===== src/hdl/sao_pkg.sv =====
// ----------------------------------------------------------------------------
// sao_pkg
// Shared types, register indexes and helpers of the sprite alpha overlay.
// ----------------------------------------------------------------------------
package sao_pkg;

	// configuration port
	localparam int unsigned CFG_IDX_W  = 3;
	localparam int unsigned CFG_DATA_W = 12;

	typedef enum logic [CFG_IDX_W-1:0] {
		CFG_ANCHOR_X       = 3'd0,
		CFG_ANCHOR_Y       = 3'd1,
		CFG_SHIFT_X        = 3'd2,
		CFG_LIFT_Y         = 3'd3,
		CFG_OVERLAY_WIDTH  = 3'd4,
		CFG_OVERLAY_HEIGHT = 3'd5
	} cfg_idx_t;

	// item kind carried on tuser
	localparam logic MODE_LOAD  = 1'b0;
	localparam logic MODE_BLEND = 1'b1;

	// stream widths
	localparam int unsigned IN_DATA_W  = 56;
	localparam int unsigned OUT_DATA_W = 24;

	// result queue
	localparam int unsigned OQ_DEPTH = 8;
	localparam int unsigned OQ_AW    = 3;
	localparam int unsigned OQ_CW    = 4;

	// store word, chan0 in the low byte
	typedef struct packed {
		logic [7:0] alpha;
		logic [7:0] chan2;
		logic [7:0] chan1;
		logic [7:0] chan0;
	} pix_t;

	typedef struct packed {
		logic [7:0] chan2;
		logic [7:0] chan1;
		logic [7:0] chan0;
	} rgb_t;

	// window decision for one item
	typedef struct packed {
		logic blend;
		logic hit;
		logic load_ok;
	} win_t;

	// floor(n/255), exact for n up to 255*255
	function automatic logic [7:0] div255(input logic [15:0] n);
		logic [16:0] t;
		t = {1'b0, n} + 17'(n[15:8]) + 17'd1;
		return t[15:8];
	endfunction

endpackage


===== src/hdl/sao_outq.sv =====
// ----------------------------------------------------------------------------
// sao_outq
// Result queue in front of the master side; absorbs words in flight.
// ----------------------------------------------------------------------------
module sao_outq import sao_pkg::*; (
	input  logic             clk,
	input  logic             arst_n,
	input  logic             push,
	input  rgb_t             push_data,
	output logic             valid,
	input  logic             ready,
	output rgb_t             data,
	output logic [OQ_CW-1:0] count
);

	rgb_t             slots_q [OQ_DEPTH];
	logic [OQ_AW-1:0] wr_ptr_q, rd_ptr_q;
	logic [OQ_CW-1:0] count_q;
	logic             pop;

	assign valid = (count_q != '0);
	assign data  = slots_q[rd_ptr_q];
	assign count = count_q;
	assign pop   = valid && ready;

	always_ff @(posedge clk or negedge arst_n) begin
		if (!arst_n) begin
			wr_ptr_q <= '0;
			rd_ptr_q <= '0;
			count_q  <= '0;
		end else begin
			if (push) begin
				wr_ptr_q <= wr_ptr_q + OQ_AW'(1);
			end
			if (pop) begin
				rd_ptr_q <= rd_ptr_q + OQ_AW'(1);
			end
			count_q <= count_q + OQ_CW'(push) - OQ_CW'(pop);
		end
	end

	always_ff @(posedge clk) begin
		if (push) begin
			slots_q[wr_ptr_q] <= push_data;
		end
	end

endmodule


===== config.mk =====
export PLATFORM = sky130hd
export DESIGN_NAME = sao_outq
export DESIGN_NICKNAME = d
export VERILOG_FILES = /design/src/hdl/sao_pkg.sv /design/src/hdl/sao_outq.sv
export SDC_FILE = /design/constraint.sdc
export NUM_CORES = 1
export LEC_CHECK = 0
export BUFFER_PORTS_ARGS = -buffer_cell sky130_fd_sc_hd__buf_2
export CAP_MARGIN = 20
export CORE_UTILIZATION = 35
export CTS_BUF_LIST = sky130_fd_sc_hd__clkbuf_8
export CTS_CLUSTER_SIZE = 10
export DETAILED_ROUTE_END_ITERATION = 16
export PLACE_DENSITY_LB_ADDON = 0.12
export SLEW_MARGIN = 20
export SYNTH_ARGS = -nofsm -noshare
export SYNTH_HDL_FRONTEND = slang
export SYNTH_SLANG_ARGS = --single-unit

===== constraint.sdc =====
create_clock -name clk -period 4.2 [get_ports clk]
set_clock_uncertainty 0.05 [all_clocks]
set_input_delay 0.42 -clock clk [delete_from_list [all_inputs] [get_ports clk]]
set_output_delay 0.42 -clock clk [all_outputs]
set_load 0.02 [all_outputs]

# After elaboration in Yosys (flattened, before gate mapping)
# Memories as Yosys holds them, arrays and structs flattened.
# Cells that the tools add are included.
[word_totals]
regBits = 10
ramBits = 192
input_bits = 28
elab_cells = 12
memories = 1
[memory_table]
columns = ["name", "depth", "width", "rd", "rd_clocked_by_memory_dff", "wr", "line", "text"]
rows = [
  ["slots_q", 8, 24, 1, 0, 1, "sao_outq.sv:16", "rgb_t slots_q [OQ_DEPTH];"],
]
[classes]
addsub = 4
n_mux = 2
reduce_logical = 2
[op_table]
columns = ["cell", "count"]
rows = [
  ["3-bit by 1-bit adder with 3-bit output (second input constant)", 2],
  ["4-bit by 1-bit adder with 4-bit output", 1],
  ["4-bit nonzero test", 1],
  ["4-bit by 1-bit subtractor with 4-bit output", 1],
  ["1-bit 2-to-1 mux", 2],
  ["1-bit logical AND", 1],
]

# Longest topological paths before layout
[logic_depth]
depth_word = 3
depth_mapped = 11
mapped_depth_nobuf = 11

# Least setup slack after synthesis
# No wires, ideal clock.
[synth_timing]
kind = "register to register"
start = "register wr_ptr_q[1]"
end = "memory slots_q[0][0] in the netlist's numbering (enable)"
setup_time_ns = 0.435
arrival_time_ns = 2.243
t_required_ns = 3.715
setup_slack_ns = 1.472
path_stages_with_launch = 3
path_buffers = 0
synth_period_minus_slack_ns = 2.728
path_cell_list = "dfrtp_1 nand2b_1 nor3_1"
[synth_rtl]
columns = ["item", "line", "text"]
rows = [
  ["start, declared", "sao_outq.sv:17", "logic [OQ_AW-1:0] wr_ptr_q, rd_ptr_q;"],
  ["start signal, assigned", "sao_outq.sv:33", "wr_ptr_q <= wr_ptr_q + OQ_AW'(1);"],
  ["end, declared", "sao_outq.sv:16", ""],
]
# Straight into the memory's write port.

==> results.toml <==
[outcome]
status = "completed"

[synth]
ys_seq_area_frac = 0.770
synth.top_cell.area_share = 0.738
synth_most_common_cell = "edfxtp_1"
synthCells = 332
synth_edf_count = 192
synthTopCellsByCount = "edfxtp_1 (192), mux4_2 (48), mux2_2 (16), dfrtp_1 (10), mux2_4 (10)"
yosys.area_share.simple = 0.0102
synth_nets = 368
synth_top_family_by_area = "multiplexers"
synth_compound_area_frac = 0.00160
synth_adder_area_share = 0.0138
synth_xor_area_frac = 0.00673
syn-mean-instance-area_um2 = 23.5
yosys.cell_types.count = 23
async_reset_ff_frac = 0.0495
synth_area_leaders = "edfxtp_1 (74%), mux4_2 (14%), dfrtp_1 (3.2%)"
netlist_area_mm2 = 0.00781
yosysWarnings = 0
synth_top_area_cell = "edfxtp_1"
ys_ff_latch = 202
muxShareOfSynthArea = 0.181
synth_ff_type = "edfxtp_1"

[clock_tree]
clk_path_buf_depth = 3
clkLatencyLatePin_ps = 500
cts.clk_slew.worst_paths_ps = 60
cts_buffers = 35
cts-root-buf = "clkbuf_8"
cts-htree-levels = 2
cts_tree = "yes"
cts_sinks = 202
post-cts-setup-buffer-count = 0

[placed_design]
place.gp.congestion = 0.673
port_buffers = 56
place_ws_ps = 1510
hpwl_um = 8570

[setup_path]
start_kind = "flop"
cp_cell_sequence = "buf_12 -> mux4_2 -> mux2_4 -> buf_2"
reg2reg_depth = 11
crit_path_max_incr_delay_ps = 900
r2r-end = "count[2]"
r2r_start = "count[2]"
crit_path_end_kind = "output pin"
cp_num_buf_inv = 2
crit_fanout = 33
worst-r2r-setup-slack_ps = 1610
arrival_ps = 2650
worstPathRequired_ps = 3730
crit_type = "flop to output pin"
crit_family = "flip-flops"
cp_slowest_cell = "dfrtp_4"

[worst_hold_path]
hold_end = "slots_q[6][3]"
hold_path.class = "input pin to flop"
hold_path_startpoint = "push_data[3]"
min_path_cells = 1

[global_routing]
grt_pass1_wl_um = 22900
antenna_found_initial = 0
grt_max_degree = 35
grt_pass1_vias = 3814
track_usage = 0.141
globalRouteOverflowTotal = 0

[drt]
vias = 3533
drtIter0Drc = 133
drc = 0
routed_wl_um = 15100
ant_nets = 0
drt_pass1_iterations = 4
wl_per_cell_um = 20.8
vias_per_cell = 4.87

[timing]
max-slew-margin-rel = 0.377
fin_tns_setup_ps = 0
rsz0062_at_grt = "false"
final.period_utilization = 0.744
hold_ws_ps = 142
finalSetupViolCount = 0
maxSlewViolCount = 0
hold_violations = 0
fin_crit_ps = 3120
max_freq_ghz = 0.320
worst_slew_pin_slew_ps = 935
fin_ws_ps = 1080

[cells_and_area]
diodes = 0
fin_nets = 460
multiInputGateArea_mm2 = 0.00169
drive_gt1_frac = 0.428
nFillCells = 1926
areaGrowthSynthToFinish_pct = 16.1
regArea_mm2 = 0.00602

[floorplanning]
dieHeight_um = 151
die_area_mm2 = 0.0229
ioPinCount = 57
dieWidth_um = 151
initial_core_util = 0.358
rows = 54
placeableCoreArea_mm2 = 0.0218

[power_and_ir_drop]
ir_worst_vdd_mv = 0.382
leakagePower_uw = 0.00312
p_per_area_mw_per_mm2 = 700

[job]
maxCapViolations = 0
==> worst max path at each step <==
stage                          endpoint  depth (start not counted)        start
after floorplan           slots_q[0][0]                          2  wr_ptr_q[1]
after global placement          data[3]                          4  rd_ptr_q[0]
after detailed placement        data[3]                          4  rd_ptr_q[0]
after CTS                       data[3]                          4  rd_ptr_q[0]
after global routing           data[11]                          4  rd_ptr_q[0]
final                          data[11]                          4  rd_ptr_q[0]
==> cell families (layout without fill, tap and decap cells) <==
| logic type | count (synthesis) | count (layout) |
|---|---|---|
| mux | 74 | 74 |
| flops | 202 | 202 |
| fa+ha+maj | 8 | 8 |
| simple gates | 17 | 17 |
| buf+inv | 23 | 137 |
| compound gates | 2 | 2 |
| xor+xnor | 6 | 6 |
==> per-stage QoR <==
step | util | area [um^2] | total power [uW] | std cells
2_1_floorplan | - | 7810 | 4310 | 332
3_3_place_gp | 0.388 | 8480 | 4920 | 666
3_5_place_dp | 0.388 | 8480 | 4950 | 666
4_1_cts | 0.416 | 9070 | 6490 | 726
5_1_grt | 0.416 | 9070 | 6710 | 726
6_report | 0.416 | 9070 | 6350 | 726
==> final cells by class <==
type,instances,area share
inverters,9,0.00372
clock inverters,23,0.0101
repair buffers,69,0.0433
well taps,280,0.0386
multi-input cells,107,0.186
flip-flops and latches,202,0.664
clock buffers,36,0.0546
==> routing by layer <==
layer  global-route usage  part of all wire  vias up
met1                0.192              0.45     1859
met4               0.0470             0.022        0
met5                    0                 0        -
met2                0.222              0.48       82
li1                     -                 -     1564
met3               0.0349             0.049       28
==> registers in the layout, summed over array words and instances, names as in the netlist <==
signal	count
slots_q	192
wr_ptr_q	3
rd_ptr_q	3
count	4
==> layout by cell type, fill, tap and decap left out, types with 4 or more instances in the layout <==
cell type	n
edfxtp_1	192
buf_2	56
mux4_2	48
clkbuf_8	36
inv_1	25
mux2_2	16
buf_4	11
mux2_4	10
dfrtp_1	8
ha_1	7
nor2_2	6
clkinv_1	5
xnor2_1	4
nand2_1	4
==> power by group <==
part	total, uW	internal [uW]	switching [uW]
Combinational	2000	1010	993
Sequential	2840	2550	289
Clock	1510	787	723
Total	6350	4340	2010
==> what timing repair did <==
item | 4_1_cts | 5_1_grt
hold buffers | 1 | 0
hold endpoints to repair | 10 | 0
gates resized for setup | 0 | 0
(Power assumes the default switching activity.)
