===== config.mk =====
export PLATFORM = sky130hd
export DESIGN_NAME = sao_window
export DESIGN_NICKNAME = d
export VERILOG_FILES = /design/src/hdl/sao_pkg.sv /design/src/hdl/sao_window.sv
export SDC_FILE = /design/constraint.sdc
export NUM_CORES = 1
export LEC_CHECK = 0
export ABC_AREA = 1
export BUFFER_PORTS_ARGS = -buffer_cell sky130_fd_sc_hd__clkbuf_2
export CAP_MARGIN = 15
export CORE_MARGIN = 2
export CORE_UTILIZATION = 38
export CTS_BUF_LIST = sky130_fd_sc_hd__clkbuf_8
export DETAILED_ROUTE_END_ITERATION = 10
export GPL_TIMING_DRIVEN = 0
export PLACE_DENSITY = 0.59
export SYNTH_ARGS = -nofsm -noshare
export SYNTH_HDL_FRONTEND = slang
export SYNTH_SLANG_ARGS = --single-unit

===== constraint.sdc =====
create_clock -name clk -period 7.01 [get_ports clk]
set_clock_uncertainty 0.1 [all_clocks]
set_input_delay 1.402 -clock clk [delete_from_list [all_inputs] [get_ports clk]]
set_output_delay 1.402 -clock clk [all_outputs]
set_load 0.03 [all_outputs]

===== src/hdl/sao_pkg.sv =====
// ----------------------------------------------------------------------------
// sao_pkg
// Shared types, register indexes and helpers of the sprite alpha overlay.
// ----------------------------------------------------------------------------
package sao_pkg;

	// configuration port
	localparam int unsigned CFG_IDX_W  = 3;
	localparam int unsigned CFG_DATA_W = 12;

	typedef enum logic [CFG_IDX_W-1:0] {
		CFG_ANCHOR_X       = 3'd0,
		CFG_ANCHOR_Y       = 3'd1,
		CFG_SHIFT_X        = 3'd2,
		CFG_LIFT_Y         = 3'd3,
		CFG_OVERLAY_WIDTH  = 3'd4,
		CFG_OVERLAY_HEIGHT = 3'd5
	} cfg_idx_t;

	// item kind carried on tuser
	localparam logic MODE_LOAD  = 1'b0;
	localparam logic MODE_BLEND = 1'b1;

	// stream widths
	localparam int unsigned IN_DATA_W  = 56;
	localparam int unsigned OUT_DATA_W = 24;

	// result queue
	localparam int unsigned OQ_DEPTH = 8;
	localparam int unsigned OQ_AW    = 3;
	localparam int unsigned OQ_CW    = 4;

	// store word, chan0 in the low byte
	typedef struct packed {
		logic [7:0] alpha;
		logic [7:0] chan2;
		logic [7:0] chan1;
		logic [7:0] chan0;
	} pix_t;

	typedef struct packed {
		logic [7:0] chan2;
		logic [7:0] chan1;
		logic [7:0] chan0;
	} rgb_t;

	// window decision for one item
	typedef struct packed {
		logic blend;
		logic hit;
		logic load_ok;
	} win_t;

	// floor(n/255), exact for n up to 255*255
	function automatic logic [7:0] div255(input logic [15:0] n);
		logic [16:0] t;
		t = {1'b0, n} + 17'(n[15:8]) + 17'd1;
		return t[15:8];
	endfunction

endpackage


===== src/hdl/sao_window.sv =====
// ----------------------------------------------------------------------------
// sao_window
// Configuration registers and overlay window geometry for each input word.
// ----------------------------------------------------------------------------
module sao_window import sao_pkg::*; #(
	parameter int unsigned MAX_OVERLAY_W = 256,
	parameter int unsigned MAX_OVERLAY_H = 256,
	parameter int unsigned XB = 8,
	parameter int unsigned YB = 8
) (
	input  logic                  clk,
	input  logic                  arst_n,
	input  logic                  cfg_we,
	input  logic [CFG_IDX_W-1:0]  cfg_index,
	input  logic [CFG_DATA_W-1:0] cfg_data,
	input  logic                  mode,
	input  logic [10:0]           pos_x,
	input  logic [10:0]           pos_y,
	output win_t                  win,
	output logic [XB-1:0]         col,
	output logic [YB-1:0]         row
);

	localparam logic signed [13:0] MAXW_S = 14'(MAX_OVERLAY_W);
	localparam logic signed [13:0] MAXH_S = 14'(MAX_OVERLAY_H);
	localparam logic [10:0]        MAXW_U = 11'(MAX_OVERLAY_W);
	localparam logic [10:0]        MAXH_U = 11'(MAX_OVERLAY_H);

	logic [10:0] anchor_x_q;
	logic [10:0] anchor_y_q;
	logic [9:0]  shift_x_q;
	logic [11:0] lift_y_q;
	logic [8:0]  width_q;
	logic [8:0]  height_q;

	logic signed [13:0] half, half_adj, left, top, fx, fy;
	logic               in_x, in_y;

	always_ff @(posedge clk or negedge arst_n) begin
		if (!arst_n) begin
			anchor_x_q <= '0;
			anchor_y_q <= '0;
			shift_x_q  <= '0;
			lift_y_q   <= '0;
			width_q    <= 9'd1;
			height_q   <= 9'd1;
		end else if (cfg_we) begin
			case (cfg_idx_t'(cfg_index))
				CFG_ANCHOR_X:       anchor_x_q <= cfg_data[10:0];
				CFG_ANCHOR_Y:       anchor_y_q <= cfg_data[10:0];
				CFG_SHIFT_X:        shift_x_q  <= cfg_data[9:0];
				CFG_LIFT_Y:         lift_y_q   <= cfg_data[11:0];
				CFG_OVERLAY_WIDTH:  width_q    <= cfg_data[8:0];
				CFG_OVERLAY_HEIGHT: height_q   <= cfg_data[8:0];
				default: ;
			endcase
		end
	end

	always_comb begin
		// left edge in half units, then truncate toward zero
		half     = $signed({2'b00, anchor_x_q, 1'b0})
			+ $signed({{3{shift_x_q[9]}}, shift_x_q, 1'b0})
			- $signed({5'b00000, width_q});
		half_adj = half + $signed({13'd0, half[13]});
		left     = half_adj >>> 1;
		top      = $signed({3'b000, anchor_y_q}) - $signed({{2{lift_y_q[11]}}, lift_y_q});
		fx       = $signed({3'b000, pos_x}) - left;
		fy       = $signed({3'b000, pos_y}) - top;

		in_x = !fx[13] && (fx < $signed({5'b00000, width_q})) && (fx < MAXW_S);
		in_y = !fy[13] && (fy < $signed({5'b00000, height_q})) && (fy < MAXH_S);

		win.blend   = (mode == MODE_BLEND);
		win.hit     = (mode == MODE_BLEND) && in_x && in_y;
		win.load_ok = (mode == MODE_LOAD) && (pos_x < MAXW_U) && (pos_y < MAXH_U);

		if (mode == MODE_BLEND) begin
			col = fx[XB-1:0];
			row = fy[YB-1:0];
		end else begin
			col = pos_x[XB-1:0];
			row = pos_y[YB-1:0];
		end
	end

endmodule


**Word-level counts from Yosys, hierarchy flattened**

Index checks and enable logic that the tools add are counted.

- Word-level logic and storage cells: 43
- Output and inout port bits: 19
- Flip-flop bits (word level): 62
- Bits of input ports: 41

- Reduce and logical (&&, ||, !) cells: 17
- Bitwise gates (word level): 1
- Multiplexer cells: 2
- Add/subtract/negate cells: 6
- $lt $le $gt $ge: 6
- Equality and inequality tests: 5

Operator list:

| cell | number |
|---|---|
| < comparator 14 x 10 -> 1 bit | 2 |
| < comparator 14 x 10 -> 1 bit (second input constant) | 2 |
| subtractor 12 x 13 -> 14 bit | 2 |
| < comparator 11 x 9 -> 1 bit (second input constant) | 2 |
| two-way mux 8 bit | 2 |
| adder 13 x 11 -> 14 bit | 1 |
| adder 14 x 2 -> 14 bit | 1 |
| subtractor 14 x 10 -> 14 bit | 1 |
| subtractor 12 x 12 -> 13 bit | 1 |
| AND reduction 2 bit | 6 |
| logical AND 1 bit | 8 |
| equality test 3 x 2 -> 1 bit (second input constant) | 2 |
| equality test 3 bit (second input constant) | 2 |
| equality test 3 x 1 -> 1 bit (second input constant) | 1 |
| logical NOT 3 bit | 1 |
| logical NOT 1 bit | 2 |
| inverter 1 bit | 1 |

**Longest topological paths before layout**

- Depth after elaboration: 9
- Mapped depth: 35
- Gate-level depth less buffers: 35

**Worst setup path before layout**

No wires, ideal clock.

- Path kind: flip-flop to output port
- Start point: register anchor_x_q[0]
- End point: output port win[1] (netlist bit)
- Arrival: 4966 ps
- Stages on the path, launching flop included: 35
- Path slack: 542 ps
- Required time: 5508 ps
- Path buffers: 0
- Path through: dfrtp_1 -> inv_1 -> fa_1 -> inv_1 -> ha_1 -> fa_1 -> nand2_2 -> nand2_2 -> nand3_1 -> nand2_2 -> a21oi_2 -> nand2_1 -> inv_1 -> ha_1 -> nand2_1 -> nor2_2 -> nand3_2 -> nor2_4 -> nand3_4 -> xor2_1 -> ha_1 -> nand2_1 -> inv_1 -> a21oi_1 -> nand3_1 -> nand2_1 -> inv_1 -> ha_1 -> nor3_1 -> nand3_1 -> nor2_1 -> nand4_1 -> nor2_1 -> nand3_1 -> nor2_1

RTL lines:

| element | RTL line | source |
|---|---|---|
| start, declared | sao_window.sv:29 | `logic [10:0] anchor_x_q;` |
| start signal, assigned | sao_window.sv:49 | `CFG_ANCHOR_X: anchor_x_q <= cfg_data[10:0];` |
| end, declared | sao_window.sv:19 | `output win_t win,` |

==> flow_summary.toml <==
[floorplan]
num_rows = 45
ios = 60
die_h_microns = 128
dieArea_sq_mm = 0.0164
start_util_pct = 38.7
die_w_microns = 128
core_area_sq_mm = 0.0151

[logic_synthesis]
syn_nets = 977
synth_top_area_cell = "dfrtp_1"
ys.flop_type = "dfrtp_1"
synth.top_cell.area_share_pct = 25.7
synth.area.top_cells = "dfrtp_1 (26%), nand2_1 (16%), inv_1 (12%)"
synthArstFlopShare_pct = 100
ys_warn_count = 0
synth-seq-cells = 62
synth_edf_count = 0
ys_seq_area_share_pct = 26.6
syn_inst = 859
synth.avg_cell_area_sq_um = 6.80
synth.cell_area_sq_mm = 0.00584
synth.distinct_cells = 34

[critical_path]
crit_arrival_ns = 5.21
crit_top_cell = "nand2_2"
cp_slowest_cell = "fa_1"
crit_path_end_kind = "primary output"
cp_slowest_stage_delay_ns = 0.54
cp.required_ns = 5.51
cp_max_fo = 5
reg2reg_slack_ns = 6.08
critPathKind = "reg2out"
rr_endpoint = "width_q[0]"
rr_worst_depth = 2
r2r_start = "width_q[0]"
cp-start-kind = "register"

[grt]
antenna_found_initial = 0
busiest_layer = "met1"
met1_usage_pct = 29.7
grt_use_met2_pct = 29.5
grt_use_met3_pct = 2.00
grt_pass1_wl_mm = 25.0
grt.overflow.total = 0
grt_max_degree = 63
grt_pass1_vias = 5050
grt.total_usage_pct = 19.5

[sta]
final_hold_viol_count = 0
setup_violations = 0
worst_slack_ns = 0.293
rsz0062_at_grt = "true"
min_period_ns = 6.72
slew_headroom_pct = 42.6
finalCritPeriodShare_pct = 95.8
max_freq_ghz = 0.149
slew_violations = 0
worst_pin_slew_ns = 0.861

[placement]
pre_cts_slack_ns = -0.197
io_buffers = 59
gp_congestion = 0.855
hpwl_mm = 12.2

[layout]
drive_above_1_share_pct = 16.4
syn2layout_area_growth_pct = 18.0
antenna_cells = 0
final_nets = 1066
layout_common_cells = "nand2_1 (249), inv_1 (185), o21ai_0 (76)"
final_common_cell = "nand2_1"
num-fill-cells = 1620

[cts]
cts_buffers = 9
clock_sinks = 62
tritoncts = "done"
root_buffer = "clkbuf_8"
clock_latency_ns = 0.33
clk_pin_slew_ns = 0.06
cts.path.max_buffers = 2
postCtsHoldBufs = 0
htreeDepth = 3

[hold_path]
holdPathEnd = "anchor_x_q[5]"
min-delay-start = "anchor_x_q[5]"
hold_path.class = "reg2reg"
holdPathStages = 2

[routing]
first_iter_violations = 409
ant_nets = 0
wire_per_inst_microns = 13.3
wl_mm = 15.2
routed_via_density = 4.71
first_pass_iters = 5
num_vias = 5364
drc = 0

[job]
drv_cap = 0

[outcome]
status = "completed"
[critical path, delay by kind of cell (launching register included)]
kind            cells  cell delay (ns)
fa+ha+maj           6             1.69
simple gates       20             1.65
buf+inv             6             0.53
compound gates      3             0.46
flops               1             0.36
xor+xnor            1             0.16
[timing repair]
item                       CTS  global route
hold endpoints to repair     0             0
gates resized for setup     16            30
pin swaps                   24            29
buffers inserted            16             3
setup endpoints to repair    1             1
[synth_stat cells (all sizes together), types with 3 or more instances]
master  instances
dfrtp          60
inv           189
o21bai          3
a21oi          27
ha             55
a31oi           3
nand3          51
xnor2          12
nor2           48
nor3            4
nand4           8
clkbuf         13
fa             22
o21ai          76
xor2            7
nand2         268
[metal layers]
| metal | wire (microns) | vias up | share of wire [%] |
|---|---|---|---|
| met2 | 6490 | 93 | 43 |
| met5 | 0 | - | 0 |
| li1 | - | 2831 | - |
| met4 | 195 | 0 | 1.3 |
| met3 | 464 | 12 | 3.1 |
| met1 | 8010 | 2428 | 53 |
[kinds of logic (layout without fill, tap and decap cells)]
kind of cell / Yosys count / count (layout) / synth area share (%)
simple gates: 386 / 386 / 28.0
buf+inv: 203 / 296 / 13.1
compound gates: 112 / 112 / 10.1
fa+ha+maj: 77 / 77 / 19.3
flops: 62 / 62 / 26.6
xor+xnor: 19 / 19 / 2.85
[state kept, by name (all words and copies together) (netlist names)]
register / cells
lift_y_q: 12
height_q: 9
shift_x_q: 10
anchor_y_q: 11
width_q: 9
anchor_x_q: 11
[stage by stage]
step	utilization (%)	hold slack, ns	setup TNS [ns]	instances	cell area [sq um]
after floorplan	-	0.353	0	859	5840
after global placement	42.2	0.368	-0.159	1106	6370
after detailed placement	42.2	0.373	-0.197	1106	6370
after CTS	44.6	0.390	0	1137	6730
after global routing	45.7	0.412	-0.104	1140	6890
final	45.7	0.385	0	1140	6890
[layout make-up]
type                    count  area [sq um]  share of cell area [%]
inverters                 189           709                    10.3
well taps                 188           235                    3.41
clock buffers              10           138                    2.00
plain buffers              14          56.3                   0.817
repair buffers             78           443                    6.43
clock inverters             5          52.6                   0.763
flip-flops and latches     62          1550                    22.5
multi-input cells         594          3700                    53.7
[how the worst max path moves through the flow]
stage	from	endpoint
floorplan	anchor_x_q[0]	win[1]
global placement	anchor_x_q[0]	win[1]
detailed placement	anchor_x_q[0]	win[1]
CTS	shift_x_q[0]	win[1]
global route	anchor_x_q[4]	win[1]
finish	anchor_x_q[0]	win[1]
Power is left out: the tool's default activity adds up to more than one toggle a clock period on the data nets, which glitch-free logic cannot reach.
