<file path="config.mk">
export PLATFORM = sky130hd
export DESIGN_NAME = sao_blend
export DESIGN_NICKNAME = d
export VERILOG_FILES = /design/src/hdl/sao_pkg.sv /design/src/hdl/sao_blend.sv
export SDC_FILE = /design/constraint.sdc
export NUM_CORES = 1
export LEC_CHECK = 0
export BUFFER_PORTS_ARGS = -buffer_cell sky130_fd_sc_hd__buf_2
export CORE_AREA = 2 2 146 219
export CTS_CLUSTER_SIZE = 40
export DETAILED_ROUTE_END_ITERATION = 7
export DIE_AREA = 0 0 148 221
export PLACE_DENSITY = 0.79
export SYNTH_ARGS = -nofsm -noshare
export SYNTH_HDL_FRONTEND = slang
export SYNTH_SLANG_ARGS = --single-unit
</file>
<file path="constraint.sdc">
create_clock -name clk -period 1.9 [get_ports clk]
set_input_delay 0.285 -clock clk [delete_from_list [all_inputs] [get_ports clk]]
set_output_delay 0.285 -clock clk [all_outputs]
set_load 0.02 [all_outputs]
</file>
<file path="src/hdl/sao_pkg.sv">
// ----------------------------------------------------------------------------
// sao_pkg
// Shared types, register indexes and helpers of the sprite alpha overlay.
// ----------------------------------------------------------------------------
package sao_pkg;

	// configuration port
	localparam int unsigned CFG_IDX_W  = 3;
	localparam int unsigned CFG_DATA_W = 12;

	typedef enum logic [CFG_IDX_W-1:0] {
		CFG_ANCHOR_X       = 3'd0,
		CFG_ANCHOR_Y       = 3'd1,
		CFG_SHIFT_X        = 3'd2,
		CFG_LIFT_Y         = 3'd3,
		CFG_OVERLAY_WIDTH  = 3'd4,
		CFG_OVERLAY_HEIGHT = 3'd5
	} cfg_idx_t;

	// item kind carried on tuser
	localparam logic MODE_LOAD  = 1'b0;
	localparam logic MODE_BLEND = 1'b1;

	// stream widths
	localparam int unsigned IN_DATA_W  = 56;
	localparam int unsigned OUT_DATA_W = 24;

	// result queue
	localparam int unsigned OQ_DEPTH = 8;
	localparam int unsigned OQ_AW    = 3;
	localparam int unsigned OQ_CW    = 4;

	// store word, chan0 in the low byte
	typedef struct packed {
		logic [7:0] alpha;
		logic [7:0] chan2;
		logic [7:0] chan1;
		logic [7:0] chan0;
	} pix_t;

	typedef struct packed {
		logic [7:0] chan2;
		logic [7:0] chan1;
		logic [7:0] chan0;
	} rgb_t;

	// window decision for one item
	typedef struct packed {
		logic blend;
		logic hit;
		logic load_ok;
	} win_t;

	// floor(n/255), exact for n up to 255*255
	function automatic logic [7:0] div255(input logic [15:0] n);
		logic [16:0] t;
		t = {1'b0, n} + 17'(n[15:8]) + 17'd1;
		return t[15:8];
	endfunction

endpackage

</file>
<file path="src/hdl/sao_blend.sv">
// ----------------------------------------------------------------------------
// sao_blend
// Per-channel alpha mix: products registered, then exact divide by 255.
// ----------------------------------------------------------------------------
module sao_blend import sao_pkg::*; (
	input  logic clk,
	input  logic arst_n,
	input  logic in_valid,
	input  logic hit,
	input  rgb_t bg,
	input  pix_t fg,
	output logic out_valid,
	output rgb_t out_pix
);

	logic [7:0]  a, inv;
	rgb_t        fg_eff;
	logic [15:0] sum0, sum1, sum2;
	logic [15:0] sum0_s3, sum1_s3, sum2_s3;
	logic        valid_s3;

	always_comb begin
		// outside the window: zero alpha gives the frame pixel back
		a             = hit ? fg.alpha : 8'd0;
		fg_eff.chan0  = hit ? fg.chan0 : 8'd0;
		fg_eff.chan1  = hit ? fg.chan1 : 8'd0;
		fg_eff.chan2  = hit ? fg.chan2 : 8'd0;
		inv           = 8'd255 - a;
		sum0 = 16'(bg.chan0) * 16'(inv) + 16'(fg_eff.chan0) * 16'(a);
		sum1 = 16'(bg.chan1) * 16'(inv) + 16'(fg_eff.chan1) * 16'(a);
		sum2 = 16'(bg.chan2) * 16'(inv) + 16'(fg_eff.chan2) * 16'(a);
	end

	always_ff @(posedge clk or negedge arst_n) begin
		if (!arst_n) begin
			valid_s3 <= 1'b0;
		end else begin
			valid_s3 <= in_valid;
		end
	end

	always_ff @(posedge clk) begin
		sum0_s3 <= sum0;
		sum1_s3 <= sum1;
		sum2_s3 <= sum2;
	end

	assign out_valid     = valid_s3;
	assign out_pix.chan0 = div255(sum0_s3);
	assign out_pix.chan1 = div255(sum1_s3);
	assign out_pix.chan2 = div255(sum2_s3);

endmodule

</file>
# --- After elaboration in Yosys (flattened, before gate mapping) ---
# Cells that the tools add are included.
classes:
  add_sub_neg: 10
  multipliers: 6
  n_mux: 4
op_table:
  columns: ["op", "count"]
  rows:
  - ["8-bit by 8-bit multiplier with 16-bit output", 6]
  - ["16-bit by 1-bit adder with 16-bit output, second input constant", 3]
  - ["16-bit adder", 3]
  - ["16-bit by 8-bit adder with 16-bit output", 3]
  - ["8-bit two-way mux", 4]
  - ["8-bit subtractor, first input constant", 1]
word_totals:
  reg_bits: 49
  inputBits: 60
  out_inout_bits: 25

# --- Longest topological paths before layout ---
# Gate-level depths: netlist of run 1.
depth:
  ltp_word: 4
  depth_mapped: 23

# --- Worst setup path after synthesis of run 1 ---
# No wires, ideal clock.
synth_timing:
  kind: "input to register"
  from: "input port hit"
  to: "register sum1_s3[15]"
  setup_ns: 0.124
  arrival_ns: 5.471
  t_required_ns: 1.776
  path_slack_ns: -3.695
  stages: 20
  n_path_buf: 2
  path_cell_list: "clkbuf_1 nand2_1 clkbuf_1 and2_1 fa_1 inv_1 fa_1 fa_1 inv_1 fa_1 fa_1 inv_1 fa_1 inv_1 ha_1 a21o_1 a221o_1 and2_1 a311oi_2 xnor2_1"
synth_between:
  elab_chain_cells: 4
  elab_cells_between_ends: 6
  classes_between: "add/sub: 2; mul: 2; mux: 2"
synth_lines:
  columns: ["element", "line", "source"]
  rows:
  - ["start: declaration", "sao_blend.sv:9", "input logic hit,"]
  - ["8-bit two-way mux", "sao_blend.sv:24", "a = hit ? fg.alpha : 8'd0;"]
  - ["8-bit subtractor", "sao_blend.sv:28", "inv = 8'd255 - a;"]
  - ["8-bit by 8-bit multiplier with 16-bit output", "sao_blend.sv:30", "sum1 = 16'(bg.chan1) * 16'(inv) + 16'(fg_eff.chan1) * 16'(a);"]
  - ["16-bit adder *", "sao_blend.sv:30", null]
  - ["net sum1[15]", "sao_blend.sv:18", "logic [15:0] sum0, sum1, sum2;"]
  - ["end signal: assignment", "sao_blend.sv:44", "sum1_s3 <= sum1;"]
  - ["end: declaration", "sao_blend.sv:19", "logic [15:0] sum0_s3, sum1_s3, sum2_s3;"]
# The timed path passes the listed nets; every way through them passes the cells marked *.

# --- Worst setup path after layout of run 1 ---
layout_timing:
  from: "input port fg[30] in the netlist's numbering"
  to: "register sum1_s3[12]"
layout_between:
  elab_chain_cells: 4
  elab_cells_between_ends: 5
  classes_between: "add/sub: 2; mul: 2; mux: 1"
layout_lines:
  columns: ["element", "line", "source"]
  rows:
  - ["start: declaration", "sao_blend.sv:11", "input pix_t fg,"]
  - ["8-bit two-way mux *", "sao_blend.sv:24", null]
  - ["8-bit subtractor", "sao_blend.sv:28", null]
  - ["8-bit by 8-bit multiplier with 16-bit output", "sao_blend.sv:30", null]
  - ["16-bit adder *", "sao_blend.sv:30", null]
  - ["net sum1[12]", "sao_blend.sv:18", null]
# Marks and branches as above.

==> results of run 1 <==
## worst paths after layout
kind | depth (start not counted) | startpoint | endpoint
min | 1 | in_valid | out_valid$_DFF_PN0_
min in group asynchronous | 2 | arst_n | out_valid$_DFF_PN0_
max | 19 | fg[30] | sum1_s3[12]$_DFF_P_
max in group asynchronous | 2 | arst_n | out_valid$_DFF_PN0_
## synth_stat cells, drive strengths merged, types with 2 or more instances
cell type / n / area [µm²]
or3: 4 / 30.0
o311ai: 3 / 26.3
o21ai: 25 / 125
nand4: 10 / 62.6
inv: 424 / 1590
ha: 210 / 2630
xnor2: 42 / 368
a21oi: 19 / 95.1
a21boi: 2 / 15.0
nor2: 33 / 124
and3: 144 / 902
dfxtp: 48 / 961
o21bai: 5 / 37.5
a21o: 9 / 67.6
a211oi: 9 / 67.6
or4: 3 / 22.5
a311oi: 2 / 23.8
nor2b: 6 / 37.5
nand3: 18 / 90.1
o311a: 2 / 31.3
o21a: 9 / 67.6
a31oi: 5 / 31.3
fa: 288 / 5770
nand2: 147 / 552
xor2: 21 / 184
and2: 120 / 751
nand3b: 2 / 15.0
o22a: 2 / 17.5
nor3: 16 / 80.1
o211ai: 3 / 22.5
clkbuf: 55 / 206
o41ai: 3 / 63.8
o31ai: 3 / 22.5
or2: 2 / 12.5
## sequential cells by signal, summed over array words and instances (netlist names)
name	flops
sum0_s3	16
sum2_s3	16
out_valid	1
sum1_s3	16
## cell families after synthesis
family | Yosys count | share of synthesized area, %
xor+xnor | 63 | 3.62
simple gates | 510 | 17.8
fa+ha+maj | 498 | 55.0
compound gates | 110 | 5.25
flops | 49 | 6.46
buf+inv | 480 | 11.8
## layout by cell type, fill, tap and decap left out, types with 11 or more instances in the layout
cell type	instances
inv_1	370
fa_1	262
buf_4	233
ha_1	127
nand2_1	126
and3_1	111
and2_1	100
ha_4	81
buf_6	73
inv_2	54
buf_2	51
and3_4	32
dfxtp_1	32
xnor2_1	26
fa_2	26
buf_12	22
and2_4	20
nor2_1	17
xnor2_2	15
dfxtp_2	13
o21ai_2	11
xor2_2	11
## layer usage
metal  vias up  routed length [µm]
li1       5967                   -
met1      7122               17900
met2       993               28500
met3       482                5100
met4        12                6220
met5         -                  92
## area by class of cell
class                      instances  area, µm²  share of cell area [%]
antenna                            2       5.00                  0.0230
tap                              405        507                    2.33
inverter                         424       1590                    7.32
clock buffer                       6        150                   0.690
sequential                        49       1010                    4.66
clock inverter                     2       13.8                  0.0633
timing repair buffer             396       3670                    16.9
multi-input combinational       1181      14800                    68.0
## timing repair
| action | in CTS | in global routing |
|---|---|---|
| hold buffers | 1 | 0 |
| endpoints found under the hold margin | 1 | 0 |
| gates resized for setup | 362 | 139 |
| pin swaps | 175 | 125 |
| setup buffers | 39 | 29 |
| endpoints found under the setup margin | 69 | 66 |
| cloned | 12 | 1 |
## per-stage QoR
stage / setup WS [ns] / utilization [%]
2_1_floorplan: -3.24 / -
3_3_place_gp: -3.56 / 60.4
3_5_place_dp: -3.65 / 60.4
4_1_cts: -3.04 / 68.2
5_1_grt: -3.51 / 70.5
6_report: -3.45 / 70.5
==> results.md, run 1 <==
- Req. time, crit path: 2.19 ns
- Max_slew headroom: 71.3%
- Yosys reg bits: 49
- Maximum fanout along the worst path: 5
- Outcome: finished, violations left
- H-tree levels: 2
- Final slew viol count: 0
- Largest stage delay, worst path: 0.74 ns
- DIE AREA: 0.0327 mm²
- Area Overhead vs Synth: 42.6%
- Core area: 0.0308 mm²
- Post-Syn Area: 0.0153 mm²
- Hpwl dp: 34500 µm
- Core Rows: 79
- Final Hold Viols: 0
- Share of cells above drive strength 1: 37.9%
- Hold WC Path Type: in2reg
- Non-Filler Instances: 2465
- Largest net degree at the start of global routing: 23
- Post-synth cell types: 57
- Worst-margin pin slew: 0.426 ns
- Critical Path Sink Type: register
- Crit-path cells: buf_12 > buf_12 > and2_4 > nand2_2 > fa_1 > fa_1 > inv_1 > fa_1 > fa_1 > fa_1 > inv_2 > fa_1 > inv_2 > ha_4 > or3_4 > o211ai_1 > o311ai_2 > or4_1 > nand3_1
- Design area: 0.0218 mm²
- Filler cell count in the final layout: 1910
- GRT met2 Usage: 55.5%
- Critical path data arrival time: 5.63 ns
- Worst Hold Slack: 0.0631 ns
- GRT Max-Usage Layer: met2
- Initial Util: 49.5%
- Antenna-violating nets left: 0
- Port buffer count: 84
- First-pass GRT wire length: 79700 µm
- Placed insts: 2384
- Number of global-route vias before repair: 16000
- Initial antenna violation count: 8
- Drt first pass iters: 7
- Delay-heaviest family, CP: adder cells
- Final worst path period need: 5.35 ns
- Post-synthesis sequential area ratio: 6.46%
- Total CTS buffers: 5
- GRT met3 Usage: 5.88%
- Placed Area: 0.0186 mm²
- Final layout net count: 2615
- CP most frequent cell: fa_1
- Synth Net Count: 2268
- Slowest stage cell on the critical path: fa_1
- RSZ-0062 raised after global routing: true
- Clk sinks: 49
- Worst Setup Path Type: in2reg
- Clock Root Buffer: clkbuf_16
- DR vias/cell: 5.91
- Async SR Flop Fraction: 2.04%
- Post-route clock period utilization: 281%
- Drt wl/cell: 23.4 µm
- Setup ws final: -3.45 ns
- Buf+Inv Stages, Crit Path: 5
- Failing checks: negative setup slack
- Die H: 221 µm
- Grt total ovfl: 0
- Post-synth EDFFs: 0
- Max Fclk: 0.187 GHz
- IO Pins: 85
- Die width: 148 µm
- TritonCTS clock tree: built
- Max-cap violations: 0
- CP startpoint kind: input pin
- Total GRT Usage: 31.0%
- Final WL: 57800 µm
- GPL Wtd Cong: 0.904
- CTS clk-pin slew, worst paths: 0.09 ns
- CTS Buffer Depth: 2
- M1 GR Usage: 32.1%
- 1st-iter DRT viols: 1383
- Main synth FF type: dfxtp_1
- Cells after Synth: 1710
- Via count: 14600
- Mapped Avg Cell Area: 8.92 µm²
- Final setup viols: 66
- Yosys warnings: 0
- Post-Route Setup TNS: -126.32 ns
- Residual DRC: 0
Power of run 1 is left out: the tool's default activity adds up to more than one toggle a clock period on the data nets, which glitch-free logic cannot reach.
==> run 2: changes to the inputs <==
Settings changed: GPL_TIMING_DRIVEN from default to 0.
==> run 2 against run 1 <==
The run still ends with negative setup slack left. Global-route usage down 1.7 points. First-iteration DRC count down 24%. Sequential share of layout area up 0.61 points. Critical path type unchanged.
==> results.md, run 2 (same netlist as run 1, synthesis figures left out) <==
- Outcome: finished, violations left
- Failing checks: negative setup slack
- H-tree levels: 2
- Die width: 148 µm
- DIE AREA: 0.0327 mm²
- Final slew viol count: 0
- Final WL: 49300 µm
- Total GRT Usage: 29.3%
- CP startpoint kind: input pin
- Max-cap violations: 0
- Final layout net count: 2451
- Most frequent cells in the layout: inv_1 (391), fa_1 (280), ha_1 (140), nand2_1 (129), and3_1 (127)
- GPL Wtd Cong: 0.916
- Worst Hold Slack: 0.0643 ns
- Max_slew headroom: 47.0%
- Worst-margin pin slew: 0.795 ns
- Post-route clock period utilization: 276%
- Core area: 0.0308 mm²
- Core Rows: 79
- DR vias/cell: 5.73
- Area Overhead vs Synth: 29.5%
- Share of cells above drive strength 1: 27.5%
- CTS Buffer Depth: 2
- Drt first pass iters: 8
- Port buffer count: 84
- Hpwl dp: 34500 µm
- Grt total ovfl: 0
- 1st-iter DRT viols: 1051
- Maximum fanout along the worst path: 6
- Total CTS buffers: 5
- Req. time, crit path: 2.17 ns
- Residual DRC: 0
- Setup ws final: -3.34 ns
- Drt wl/cell: 21.4 µm
- Place WS: -4.25 ns
- Max Fclk: 0.191 GHz
- Number of global-route vias before repair: 14700
- Die H: 221 µm
- Post-Route Setup TNS: -123.27 ns
- Final setup viols: 66
- Antenna-violating nets left: 0
- IO Pins: 85
- Final worst path period need: 5.24 ns
- Final Hold Viols: 0
- Largest registers: sum0_s3 x16, sum1_s3 x16, sum2_s3 x16
- Via count: 13200
- Critical Path Sink Type: register
- Worst Setup Path Type: in2reg
- Initial antenna violation count: 8
- TritonCTS clock tree: built
- HP Start: in_valid
- CTS clk-pin slew, worst paths: 0.09 ns
- Largest net degree at the start of global routing: 16
- RSZ-0062 raised after global routing: true
- Initial Util: 49.5%
- Clock Root Buffer: clkbuf_16
- Clk sinks: 49
- Critical path data arrival time: 5.51 ns
- Crit. Startpoint: hit
- Crit path capture: sum1_s3[11]$_DFF_P_
- Hold WC Path Type: in2reg
- Most common cell after layout, fill and taps aside: inv_1
- First-pass GRT wire length: 74400 µm
run 2: cell count changes in the layout (fill, tap and decap cells not counted), moves of 18 or more:
cell,previous run,this run
ha_4,81,63
buf_6,73,26
buf_4,233,90
fa_2,26,8
fa_1,262,280
inv_2,54,33
inv_1,370,391
run 2: worst min-delay path by stage:
stage	to	slack, ns	depth (start not counted)
floorplan	out_valid$_DFF_PN0_	-0.01	0
global placement	out_valid$_DFF_PN0_	0.06	1
detailed placement	out_valid$_DFF_PN0_	0.06	1
CTS	out_valid$_DFF_PN0_	0.07	1
global route	out_valid$_DFF_PN0_	0.06	1
finish	out_valid$_DFF_PN0_	0.06	1
run 2: layout make-up:
type,instances,area (µm²)
antenna,7,17.5
buffer,50,774
clock buffer,6,129
clock inverter,2,13.8
fill,2327,11100
inverter,424,1590
multi-input combinational,1181,14200
sequential,49,1040
tap,405,507
timing repair buffer,182,1440
run 2: per-stage QoR:
stage | area, µm² | utilization, % | instances
finish | 19700 | 64.0 | 2306
global route | 19700 | 64.0 | 2303
CTS | 19000 | 61.7 | 2266
detailed placement | 17100 | 55.5 | 2199
global placement | 17100 | 55.5 | 2199
floorplan | 16200 | - | 1710
run 2: layer usage:
layer,wire length [µm],global-route usage (%),part of all wire [%],up-vias
li1,-,-,-,5649
met1,15900,30.3,32,6545
met2,25200,51.6,51,712
met3,4000,6.68,8.1,308
met4,4140,20.7,8.4,8
met5,58,0,0.12,-
run 2: timing repair:
action,4_1_cts,5_1_grt
hold buffers,1,0
setup buffers,54,38
gates resized for setup,256,134
setup endpoints to repair,69,67
pin swaps,97,94
cloned,8,1
endpoints found under the hold margin,1,0
run 2: critical path: stages:
cell       delay [ns]
buf_12           0.12
clkbuf_16        0.15
clkbuf_16        0.15
and3_4           0.15
fa_1             0.57
inv_2            0.05
fa_1             0.52
inv_1            0.05
fa_1             0.46
fa_1             0.52
fa_1             0.53
inv_1            0.05
fa_1             0.51
inv_2            0.06
ha_4             0.16
or3_4            0.39
o311a_4          0.35
buf_12           0.14
a31oi_2          0.15
xnor2_1          0.15
Power of run 2 is left out for the same reason.
